--- config.mk ---
export PLATFORM = sky130hd
export DESIGN_NAME = brr_adpcm_block_decoder
export DESIGN_NICKNAME = d
export VERILOG_FILES = /design/src/sv/brr_pkg.sv /design/src/sv/brr_front.sv /design/src/sv/brr_queue.sv /design/src/sv/brr_back.sv /design/src/sv/brr_adpcm_block_decoder.sv
export SDC_FILE = /design/constraint.sdc
export NUM_CORES = 1
export LEC_CHECK = 0
export BUFFER_PORTS_ARGS = -buffer_cell sky130_fd_sc_hd__buf_2
export CAP_MARGIN = 20
export CORE_MARGIN = 2
export CORE_UTILIZATION = 55
export DETAILED_ROUTE_END_ITERATION = 16
export GPL_TIMING_DRIVEN = 0
export PLACE_DENSITY = 0.81
export SYNTH_ARGS = -nofsm -noshare
export SYNTH_HDL_FRONTEND = slang
export SYNTH_HIERARCHICAL = 1
export SYNTH_SLANG_ARGS = --single-unit
--- constraint.sdc ---
create_clock -name clk -period 11.1 [get_ports clk]
set_clock_uncertainty 0.15 [all_clocks]
set_input_delay 1.665 -clock clk [delete_from_list [all_inputs] [get_ports clk]]
set_output_delay 1.665 -clock clk [all_outputs]
set_load 0.005 [all_outputs]
--- src/sv/brr_pkg.sv ---
`timescale 1ns / 1ps
`default_nettype none
// ----------------------------------------------------------------------------
// brr_pkg
// Shared types and constants for the block decoder: the data byte item
// that passes from the front to the back through the queue.
// ----------------------------------------------------------------------------
package brr_pkg;

	localparam int unsigned BYTE_W      = 8;
	localparam int unsigned SHIFT_W     = 4;
	localparam int unsigned FILTER_W    = 2;
	localparam int unsigned POS_W       = 4;
	localparam int unsigned SAMPLE_W    = 16;
	localparam int unsigned HIST_W      = 16;
	localparam int unsigned DATA_BYTES  = 8;
	localparam int unsigned QUEUE_DEPTH = 2;
	localparam int unsigned QPTR_W      = (QUEUE_DEPTH > 1) ? $clog2(QUEUE_DEPTH) : 1;
	localparam int unsigned QCNT_W      = $clog2(QUEUE_DEPTH + 1);

	// predictor and sum width, headroom over the 16-bit clamp range
	localparam int unsigned ACC_W       = 20;

	// shift codes above this give the fixed +-2048 value
	localparam logic [SHIFT_W-1:0] SHIFT_MAX = 4'hc;

	typedef enum logic [FILTER_W-1:0] {
		FILT_NONE = 2'd0,
		FILT_ONE  = 2'd1,
		FILT_TWO  = 2'd2,
		FILT_THREE = 2'd3
	} filter_t;

	// one data byte with the header state it is decoded under
	typedef struct packed {
		logic [BYTE_W-1:0]  data;
		logic [SHIFT_W-1:0] shift;
		filter_t            filter;
		logic               loop_bit;
		logic               last_end;   // final byte of a block with end bit set
		logic               clr_hist;   // clear history before the high nibble
	} item_t;

	// queue handshake status seen by both sides
	typedef struct packed {
		logic full;
		logic empty;
	} q_status_t;

endpackage

`default_nettype wire

--- src/sv/brr_front.sv ---
`timescale 1ns / 1ps
`default_nettype none
// ----------------------------------------------------------------------------
// brr_front
// Accepts stream bytes, parses headers into block state and pushes each
// data byte with its block state into the queue.
// ----------------------------------------------------------------------------
module brr_front (
	input  wire                        clk,
	input  wire                        arst_n,
	input  wire                        in_valid,
	output logic                       in_ready,
	input  wire [brr_pkg::BYTE_W-1:0]  data_byte,
	input  wire                        first_of_sample,
	input  brr_pkg::q_status_t         q_status,
	output logic                       push,
	output brr_pkg::item_t             push_item
);
	import brr_pkg::*;

	logic [POS_W-1:0]   pos_q;
	logic [SHIFT_W-1:0] shift_q;
	filter_t            filter_q;
	logic               loop_q;
	logic               end_q;
	logic               clr_pend_q;
	logic               beat;
	logic               is_header;

	// a beat waits only for queue room
	assign in_ready  = !q_status.full;
	assign beat      = in_valid && in_ready;
	assign is_header = first_of_sample || (pos_q == '0);
	assign push      = beat && !is_header;

	// item for the back end
	always_comb begin
		push_item.data     = data_byte;
		push_item.shift    = shift_q;
		push_item.filter   = filter_q;
		push_item.loop_bit = loop_q;
		push_item.last_end = end_q && (pos_q == POS_W'(DATA_BYTES));
		push_item.clr_hist = clr_pend_q;
	end

	// block state and position
	always_ff @(posedge clk or negedge arst_n) begin
		if (!arst_n) begin
			pos_q      <= '0;
			shift_q    <= '0;
			filter_q   <= FILT_NONE;
			loop_q     <= 1'b0;
			end_q      <= 1'b0;
			clr_pend_q <= 1'b0;
		end else if (beat) begin
			if (is_header) begin
				shift_q    <= data_byte[7:4];
				filter_q   <= filter_t'(data_byte[3:2]);
				loop_q     <= data_byte[1];
				end_q      <= data_byte[0];
				pos_q      <= POS_W'(1);
				clr_pend_q <= clr_pend_q || first_of_sample;
			end else begin
				clr_pend_q <= 1'b0;
				pos_q      <= (pos_q == POS_W'(DATA_BYTES)) ? '0 : pos_q + POS_W'(1);
			end
		end
	end

endmodule

`default_nettype wire

--- src/sv/brr_queue.sv ---
`timescale 1ns / 1ps
`default_nettype none
// ----------------------------------------------------------------------------
// brr_queue
// Short register queue of data byte items between the front and the back.
// ----------------------------------------------------------------------------
module brr_queue (
	input  wire                clk,
	input  wire                arst_n,
	input  wire                push,
	input  brr_pkg::item_t     push_item,
	input  wire                pop,
	output brr_pkg::item_t     head_item,
	output brr_pkg::q_status_t q_status
);
	import brr_pkg::*;

	item_t              slot_q [QUEUE_DEPTH];
	logic [QPTR_W-1:0]  wr_ptr_q;
	logic [QPTR_W-1:0]  rd_ptr_q;
	logic [QCNT_W-1:0]  count_q;

	assign head_item      = slot_q[rd_ptr_q];
	assign q_status.full  = (count_q == QCNT_W'(QUEUE_DEPTH));
	assign q_status.empty = (count_q == '0);

	// storage, no reset needed
	always_ff @(posedge clk) begin
		if (push) begin
			slot_q[wr_ptr_q] <= push_item;
		end
	end

	// pointers and fill count
	always_ff @(posedge clk or negedge arst_n) begin
		if (!arst_n) begin
			wr_ptr_q <= '0;
			rd_ptr_q <= '0;
			count_q  <= '0;
		end else begin
			if (push) begin
				wr_ptr_q <= (wr_ptr_q == QPTR_W'(QUEUE_DEPTH - 1)) ? '0 : wr_ptr_q + QPTR_W'(1);
			end
			if (pop) begin
				rd_ptr_q <= (rd_ptr_q == QPTR_W'(QUEUE_DEPTH - 1)) ? '0 : rd_ptr_q + QPTR_W'(1);
			end
			case ({push, pop})
				2'b10:   count_q <= count_q + QCNT_W'(1);
				2'b01:   count_q <= count_q - QCNT_W'(1);
				default: count_q <= count_q;
			endcase
		end
	end

endmodule

`default_nettype wire

--- src/sv/brr_back.sv ---
`timescale 1ns / 1ps
`default_nettype none
// ----------------------------------------------------------------------------
// brr_back
// Decodes one nibble per cycle from the queue head (held while the queue is
// empty or a sample waits): scale, predict, clamp and wrap into an output register.
// ----------------------------------------------------------------------------
module brr_back (
	input  wire                          clk,
	input  wire                          arst_n,
	input  brr_pkg::item_t               head_item,
	input  brr_pkg::q_status_t           q_status,
	output logic                         pop,
	output logic                         out_valid,
	input  wire                          out_ready,
	output logic [brr_pkg::SAMPLE_W-1:0] sample_out,
	output logic                         last_of_run,
	output logic                         end_of_sample,
	output logic                         loop_flag
);
	import brr_pkg::*;

	logic                       phase_q;    // 0 high nibble, 1 low nibble
	logic signed [HIST_W-1:0]   hist1_q;
	logic signed [HIST_W-1:0]   hist2_q;
	logic                       out_valid_q;
	logic [SAMPLE_W-1:0]        sample_q;
	logic                       last_q;
	logic                       end_q;
	logic                       loop_q;

	logic                       step;
	logic [3:0]                 nib;
	logic signed [16:0]         nib_ext;
	logic signed [16:0]         nib_shl;
	logic signed [ACC_W-1:0]    scaled;
	logic signed [ACC_W-1:0]    p1;
	logic signed [ACC_W-1:0]    p2;
	logic signed [ACC_W-1:0]    pred;
	logic signed [ACC_W-1:0]    sum;
	logic signed [ACC_W-1:0]    clamped;
	logic [14:0]                wrapped;

	assign step = !q_status.empty && (!out_valid_q || out_ready);
	assign pop  = step && phase_q;

	// scaled nibble
	always_comb begin
		nib     = phase_q ? head_item.data[3:0] : head_item.data[7:4];
		nib_ext = {{13{nib[3]}}, nib};
		nib_shl = nib_ext <<< head_item.shift;
		if (head_item.shift > SHIFT_MAX) begin
			scaled = nib[3] ? -ACC_W'(signed'(2048)) : ACC_W'(signed'(2048));
		end else begin
			scaled = ACC_W'(nib_shl >>> 1);
		end
	end

	// predictor over the last two samples
	always_comb begin
		if (head_item.clr_hist && !phase_q) begin
			p1 = '0;
			p2 = '0;
		end else begin
			p1 = ACC_W'(hist1_q);
			p2 = ACC_W'(hist2_q);
		end
		unique case (head_item.filter)
			FILT_NONE: pred = '0;
			FILT_ONE:  pred = p1 - (p1 >>> 4);
			FILT_TWO:  pred = (p1 <<< 1) + ((-(p1 + (p1 <<< 1))) >>> 5) - p2 + (p2 >>> 4);
			FILT_THREE: pred = (p1 <<< 1) + ((-((p1 <<< 3) + (p1 <<< 2) + p1)) >>> 6)
					- p2 + (((p2 <<< 1) + p2) >>> 4);
			default:   pred = '0;
		endcase
	end

	// clamp to 16 bits, then keep the low 15 bits as a signed value
	always_comb begin
		sum = scaled + pred;
		if (sum > ACC_W'(signed'(32'sh7fff))) begin
			clamped = ACC_W'(signed'(32'sh7fff));
		end else if (sum < ACC_W'(signed'(-32'sh8000))) begin
			clamped = ACC_W'(signed'(-32'sh8000));
		end else begin
			clamped = sum;
		end
		wrapped = clamped[14:0];
	end

	// history and nibble phase
	always_ff @(posedge clk or negedge arst_n) begin
		if (!arst_n) begin
			phase_q <= 1'b0;
			hist1_q <= '0;
			hist2_q <= '0;
		end else if (step) begin
			phase_q <= !phase_q;
			hist2_q <= (head_item.clr_hist && !phase_q) ? '0 : hist1_q;
			hist1_q <= {wrapped[14], wrapped};
		end
	end

	// output beat valid
	always_ff @(posedge clk or negedge arst_n) begin
		if (!arst_n) begin
			out_valid_q <= 1'b0;
		end else if (step) begin
			out_valid_q <= 1'b1;
		end else if (out_ready) begin
			out_valid_q <= 1'b0;
		end
	end

	// output payload
	always_ff @(posedge clk) begin
		if (step) begin
			sample_q <= {wrapped, 1'b0};
			last_q   <= phase_q;
			end_q    <= phase_q && head_item.last_end;
			loop_q   <= head_item.loop_bit;
		end
	end

	assign out_valid     = out_valid_q;
	assign sample_out    = sample_q;
	assign last_of_run   = last_q;
	assign end_of_sample = end_q;
	assign loop_flag     = loop_q;

endmodule

`default_nettype wire

--- src/sv/brr_adpcm_block_decoder.sv ---
`timescale 1ns / 1ps
`default_nettype none
// ----------------------------------------------------------------------------
// brr_adpcm_block_decoder
// Decodes 9-byte ADPCM blocks (header plus eight data bytes) into 16-bit
// samples, two per data byte, high nibble first.
// ----------------------------------------------------------------------------
// channel  handshake             payload
// in       in_valid / in_ready   data_byte, first_of_sample
// out      out_valid / out_ready sample_out, last_of_run, end_of_sample,
//                                loop_flag
//
// a header beat gives no sample; a data byte gives two samples. the single
// nibble decoder and its history loop decode one nibble at a time, and a
// data byte leaves the queue once its low nibble is decoded. a sample passes
// the queue and then the output register. reset clears block state, history
// and the queue. a two-entry queue parts front and back, and the output
// register takes a new sample in the same cycle its waiting one is taken.
// ----------------------------------------------------------------------------
module brr_adpcm_block_decoder (
	input  wire                          clk,
	input  wire                          arst_n,
	input  wire                          in_valid,
	output logic                         in_ready,
	input  wire [brr_pkg::BYTE_W-1:0]    data_byte,
	input  wire                          first_of_sample,
	output logic                         out_valid,
	input  wire                          out_ready,
	output logic [brr_pkg::SAMPLE_W-1:0] sample_out,
	output logic                         last_of_run,
	output logic                         end_of_sample,
	output logic                         loop_flag
);
	import brr_pkg::*;

	logic      push;
	logic      pop;
	item_t     push_item;
	item_t     head_item;
	q_status_t q_status;

	// header parse and byte classification
	brr_front u_front (
		.clk             (clk),
		.arst_n          (arst_n),
		.in_valid        (in_valid),
		.in_ready        (in_ready),
		.data_byte       (data_byte),
		.first_of_sample (first_of_sample),
		.q_status        (q_status),
		.push            (push),
		.push_item       (push_item)
	);

	// data byte queue
	brr_queue u_queue (
		.clk       (clk),
		.arst_n    (arst_n),
		.push      (push),
		.push_item (push_item),
		.pop       (pop),
		.head_item (head_item),
		.q_status  (q_status)
	);

	// nibble decode and output register
	brr_back u_back (
		.clk           (clk),
		.arst_n        (arst_n),
		.head_item     (head_item),
		.q_status      (q_status),
		.pop           (pop),
		.out_valid     (out_valid),
		.out_ready     (out_ready),
		.sample_out    (sample_out),
		.last_of_run   (last_of_run),
		.end_of_sample (end_of_sample),
		.loop_flag     (loop_flag)
	);

endmodule

`default_nettype wire

# After elaboration in Yosys (flattened, before gate mapping)

Memory sizes are Yosys's and may differ from the RTL's.
Index checks and enable logic that the tools add are counted.

Register bits after elaboration: 68
Latch bits: 0
Bits in writable memories: 34
Memory bits (read-only): 0
Output and inout bits: 21
Word-level logic and storage cells: 88
Memories kept: 1

$add $sub $neg: 19
$mul: 0
Div/mod/pow operators: 0
$lt $le $gt $ge: 3
Equal/unequal tests: 7
Shift-type cells: 1
Muxes and demuxes: 19
Bitwise operators: 0
Reduce and logical (&&, ||, !) cells: 21

Memories:

| memory         | words | bits a word | rd ports | clocked after memory_dff | wr ports | RTL line        | text |
|---|---|---|---|---|---|---|---|
| u_queue.slot_q | 2     | 17          | 1        | 0                        | 1        | brr_queue.sv:18 | `item_t slot_q [QUEUE_DEPTH];` |

Operators by type and width:

| operator               | number |
|---|---|
| $add A20 B20 Y20       | 5 |
| $mux W20               | 4 |
| $pmux W20 S4           | 1 |
| $add A20 B16 Y20       | 2 |
| $neg A20 Y20           | 2 |
| $sub A20 B20 Y20       | 2 |
| $mux W15               | 2 |
| $add A20 B14 Y20       | 1 |
| $add A20 B15 Y20       | 1 |
| $gt A20 B16 Y1 const B | 1 |
| $lt A20 B16 Y1 const B | 1 |
| $sub A20 B16 Y20       | 1 |
| $sshl A4 B4 Y17        | 1 |
| $mux W16               | 1 |
| $mux W4                | 3 |
| $eq A2 B2 Y1 const B   | 4 |
| $logic_and A1 B1 Y1    | 7 |
| $mux W1                | 7 |
| $logic_not A1 Y1       | 5 |
| $add A4 B1 Y4 const B  | 1 |
| $eq A2 B1 Y1 const B   | 2 |
| $eq A4 B4 Y1 const B   | 1 |
| $gt A4 B4 Y1 const B   | 1 |
| $logic_not A2 Y1       | 2 |
| 8 further kinds        | 12 |

# Depth between registers and ports, before layout

Word-level depth: 14
Mapped depth: 48
Gate-level depth less buffers: 42

# By module

Netlist, hierarchy kept.

Modules (own cells, without submodules):

| module    | instances | cells an instance | area an instance (um2) | seq. area each (um2) |
|---|---|---|---|---|
| brr_back  | 1         | 1349              | 10497.6                | 1341.3 |
| brr_queue | 1         | 69                | 1461.4                 | 1121.1 |
| brr_front | 1         | 60                | 691.9                  | 325.3 |

# Worst setup path after synthesis

OpenSTA, ideal clock, no wires.

Kind: reg-to-reg
Start: register u_queue.rd_ptr_q
End: register u_back.sample_q[10], in the netlist u_back/sample_out[10], data pin
Data arrival time: 8.752 ns
Data required time: 10.694 ns
Setup slack: 1.942 ns
Stages on the path, launching flop included: 42
Buffers on the path: 6
Period minus slack after synthesis: 9.158 ns
Path through: dfrtp_1 buf_6 mux2_2 nand2b_4 buf_6 clkbuf_1 clkbuf_1 buf_1 nand2_1 ha_1 or3_1 ha_1 ha_1 or3_1 nor3_2 nor4b_2 or2_2 a21o_1 (+6 left out) a211o_1 and2_1 a21o_1 a21oi_1 xnor2_1 a21oi_1 o22ai_1 ha_1 a211o_1 a2111oi_0 a2bb2oi_1 a21oi_1 a211oi_2 o211ai_1 and4_4 or2_4 buf_6 nand2b_1

RTL lines:

| what                   | RTL line        | text |
|---|---|---|
| from (decl)            | brr_queue.sv:20 | `logic [QPTR_W-1:0] rd_ptr_q;` |
| from (signal assigned) | brr_queue.sv:45 | `rd_ptr_q <= (rd_ptr_q == QPTR_W'(QUEUE_DEPTH - 1)) ? '0 : rd_ptr_q + QPTR_W'(1);` |
| to (signal assigned)   | brr_back.sv:118 | `sample_q <= {wrapped, 1'b0};` |
| to (decl)              | brr_back.sv:27  | `logic [SAMPLE_W-1:0] sample_q;` |

==> results by group <==
Run status
  • Status: complete, no violations

Synthesis
  • Ys async rst share: 48.51%
  • Synthesized area per cell: 8.559 sq um
  • Synth top area cells: ha_1, edfxtp_1, dfrtp_1, xnor2_1, fa_1
  • Yosys reg bits: 101
  • Synthesized Nets: roughly 1,700
  • Yosys cell types: 96
  • Synth warnings: 6
  • Top cell type's share of synthesized area: 14.04%
  • Part of the Yosys area used for sequential elements: 22.04%
  • Top FF cell, synth: edfxtp_1
  • Post-Synthesis Cells: approximately 1,500
  • Synth Cell Area: between 10,000 and 15,000 sq um
  • Post-synth top area cell: ha_1
  • Post-synth EDFFs: 52

Clock tree
  • Htree depth: 3
  • Clk slew on worst S/H paths: 0.09 ns
  • Hold buffer count at CTS: 0
  • Worst skew pair latency: about 0.36 ns
  • Clock root buffer master: clkbuf_16
  • CTS resizes: 1
  • CTS tree: built
  • CTS sink cnt: 101
  • Post CTS Setup Buffer Count: 0
  • CTS buffer count: 9
  • Max Root-Sink Buffers: 2

Die
  • Core area: 22,640 sq um
  • # IOs: 34
  • Row cnt: 55
  • Die area: 24,230 sq um
  • Die Span Y: between 150 and 200 um
  • Die W: 155.7 um
  • Starting Density: 55.88%

Detailed routing
  • Total Wirelength: about 34,000 um
  • Drt pass-1 iters: 8
  • Routed len/inst: 18.91 um
  • Vias per Instance: about 6.1
  • Via count: 11,030
  • Final ANT Viol Nets: 0
  • # DRC: 0
  • DRT iter0 DRCs: around 960

Setup path
  • CP Class: reg2reg
  • Setup crit end kind: register
  • CP max stage cell: fa_1
  • Critical Path Max Stage Delay: 0.49 ns
  • Worst Path Required: around 11 ns
  • Crit path max fanout: 19
  • Arrival time at the worst endpoint: 10.68 ns
  • Cell mode on critical path: ha_1
  • Worst R2R Setup Slack: approximately 0.55 ns
  • CP Launch Type: register

Global route
  • Antenna violations before repair: 1
  • Total GRT Usage: 29.21%
  • Vias in the first global route: between 10,000 and 15,000
  • Pin count of the biggest net entering global routing: 36
  • Total gr overflow: 0
  • First-pass GRT wire length: 55,920 um

Timing
  • Period utilization: a little over nine tenths
  • Final hold vios: 0
  • Final setup margin: 0.5469 ns
  • Relative slew slack: around 30%
  • Setup tns final: 0 ns
  • Setup violators final: 0
  • Fmax: 94.76 MHz
  • Min cycle time layout: 10.55 ns
  • RSZ-0062 raised after global routing: no
  • Worst slew pin tran: 1.045 ns
  • Slew Limit Fails: 0

Placement
  • HPWL after DPL: 27,480 um
  • Routability cong.: 1.032
  • Setup WS pre-CTS: -0.1897 ns
  • Placed cell area: 13,190 sq um
  • IO buf count: 31

Finish
  • Post-route design area: about 14,000 sq um
  • Share of cells above drive strength 1: 10.94%
  • Storage element area: 2788 sq um
  • Layout area overhead: 6.795%
  • Area of the multi-input gates: ~9000 sq um
  • Final net count: 1,711
  • Fill cell count: approximately 2,000

Flow run
  • Max-cap violations: 0

Min path
  • Hold Path Class: reg2reg
==> worst max-delay path, delay by kind of cell (launching register included) <==
family,cells,cell delay [ns]
compound gates,16,3.59
simple gates,12,2.18
flops,1,0.39
xor+xnor,2,0.28
fa+ha+maj,6,2.01
mux,1,0.28
buf+inv,6,1.56
==> cells in the final DEF, fill, tap and decap left out, types with 7 or more instances in the layout <==
master and count:
o21a_1 22, a22oi_2 7, mux2_4 9, fa_1 35, mux2_2 18, clkbuf_1 32, nand3_2 10, edfxtp_1 52
buf_6 7, a31oi_1 17, nand3_1 24, buf_4 14, dfrtp_1 49, o211ai_1 11, nor2_1 120, clkbuf_16 9
nand4_1 7, a21oi_1 102, nand2b_1 40, maj3_1 12, o21bai_1 19, or3_1 9, nand2_1 139, buf_2 42
a211oi_1 7, nor3_1 24, o22ai_1 20, o21ai_0 72, o31ai_1 10, xor2_1 49, a21o_1 19, and3_1 10
mux2i_1 12, o21ai_1 9, ha_1 142, and2_1 13, nor2b_1 16, inv_1 102, buf_1 11, xnor2_1 97
==> synth_stat cells (13+ instances only) <==
master    instances
ha_1            142
nand2_1         139
nor2_1          120
a21oi_1         102
inv_1           102
xnor2_1          97
o21ai_0          72
edfxtp_1         52
dfrtp_1          49
xor2_1           49
nand2b_1         40
clkbuf_1         36
fa_1             35
nand3_1          24
nor3_1           24
o21a_1           22
o22ai_1          20
a21o_1           19
o21bai_1         19
mux2_2           18
a31oi_1          17
nor2b_1          16
and2_1           13
==> state kept, by name, summed over array words and instances, names as in the netlist <==
signal / flops
u_back/phase_q: 1
u_back/loop_flag: 1
u_back/last_of_run: 1
u_front/clr_pend_q: 1
u_back/sample_out: 15
u_front/loop_q: 1
u_front/end_q: 1
u_back/out_valid: 1
u_queue/rd_ptr_q: 1
u_front/pos_q: 4
u_front/shift_q: 4
u_queue/wr_ptr_q: 1
u_back/hist1_q: 15
u_front/filter_q: 2
u_back/hist2_q: 15
u_queue/slot_q: 34
u_queue/count_q: 2
u_back/end_of_sample: 1
==> final cells by class <==
type,count,share of cell area (%)
repair buffers,34,1.408
plain buffers,76,3.075
inverters,106,2.945
flip-flops and latches,101,20.63
clock inverters,7,0.6575
multi-input cells,1193,66.96
clock buffers,9,1.667
well taps,285,2.639
diodes,1,0.01852
==> layer usage <==
metal / vias to the layer above / global-route usage, % / share of wire (%)
li1: 5269 / - / -
met2: 405 / 50.32 / 48
met4: 0 / 13.89 / 4.7
met1: 5248 / 36.08 / 41
met3: 105 / 4.194 / 6.3
met5: - / 0 / 0
==> cells by family (layout without fill, tap and decap cells) <==
family / Yosys count / after routing / synth area share, %
simple gates: 441 / 441 / 17.21
buf+inv: 184 / 232 / 6.458
other cells: 1 / 2 / 0.02964
xor+xnor: 146 / 146 / 10.11
compound gates: 376 / 376 / 19.83
fa+ha+maj: 189 / 189 / 20.53
mux: 40 / 40 / 3.798
flops: 101 / 101 / 22.04
==> metrics by stage <==
| step | utilization (%) | hold WS [ns] | std cells |
|---|---|---|---|
| 2_1_floorplan | - | 0.2866 | 1478 |
| 3_3_place_gp | 58.14 | 0.2934 | 1794 |
| 3_5_place_dp | 58.26 | 0.3067 | 1796 |
| 4_1_cts | 59.64 | 0.3286 | 1811 |
| 5_1_grt | 59.66 | 0.3441 | 1811 |
| 6_report | 59.67 | 0.3243 | 1812 |
==> worst paths after layout <==
| kind | startpoint | end | cells past startpoint |
|---|---|---|---|
| max in group asynchronous | arst_n | u_front/shift_q[3] | 2 |
| min in group asynchronous | arst_n | u_back/hist2_q[14] | 1 |
| hold / removal | u_front/shift_q[2] | u_queue/slot_q[0][7] | 0 |
| setup / recovery | u_queue/rd_ptr_q | u_back/hist1_q[13] | 43 |
| hold reg to reg | u_front/shift_q[2] | u_queue/slot_q[0][7] | 0 |
| setup reg to reg | u_queue/rd_ptr_q | u_back/hist1_q[13] | 43 |
Power is not shown: default switching activity piles up to over one toggle a cycle in this logic, so the estimate is an artifact.
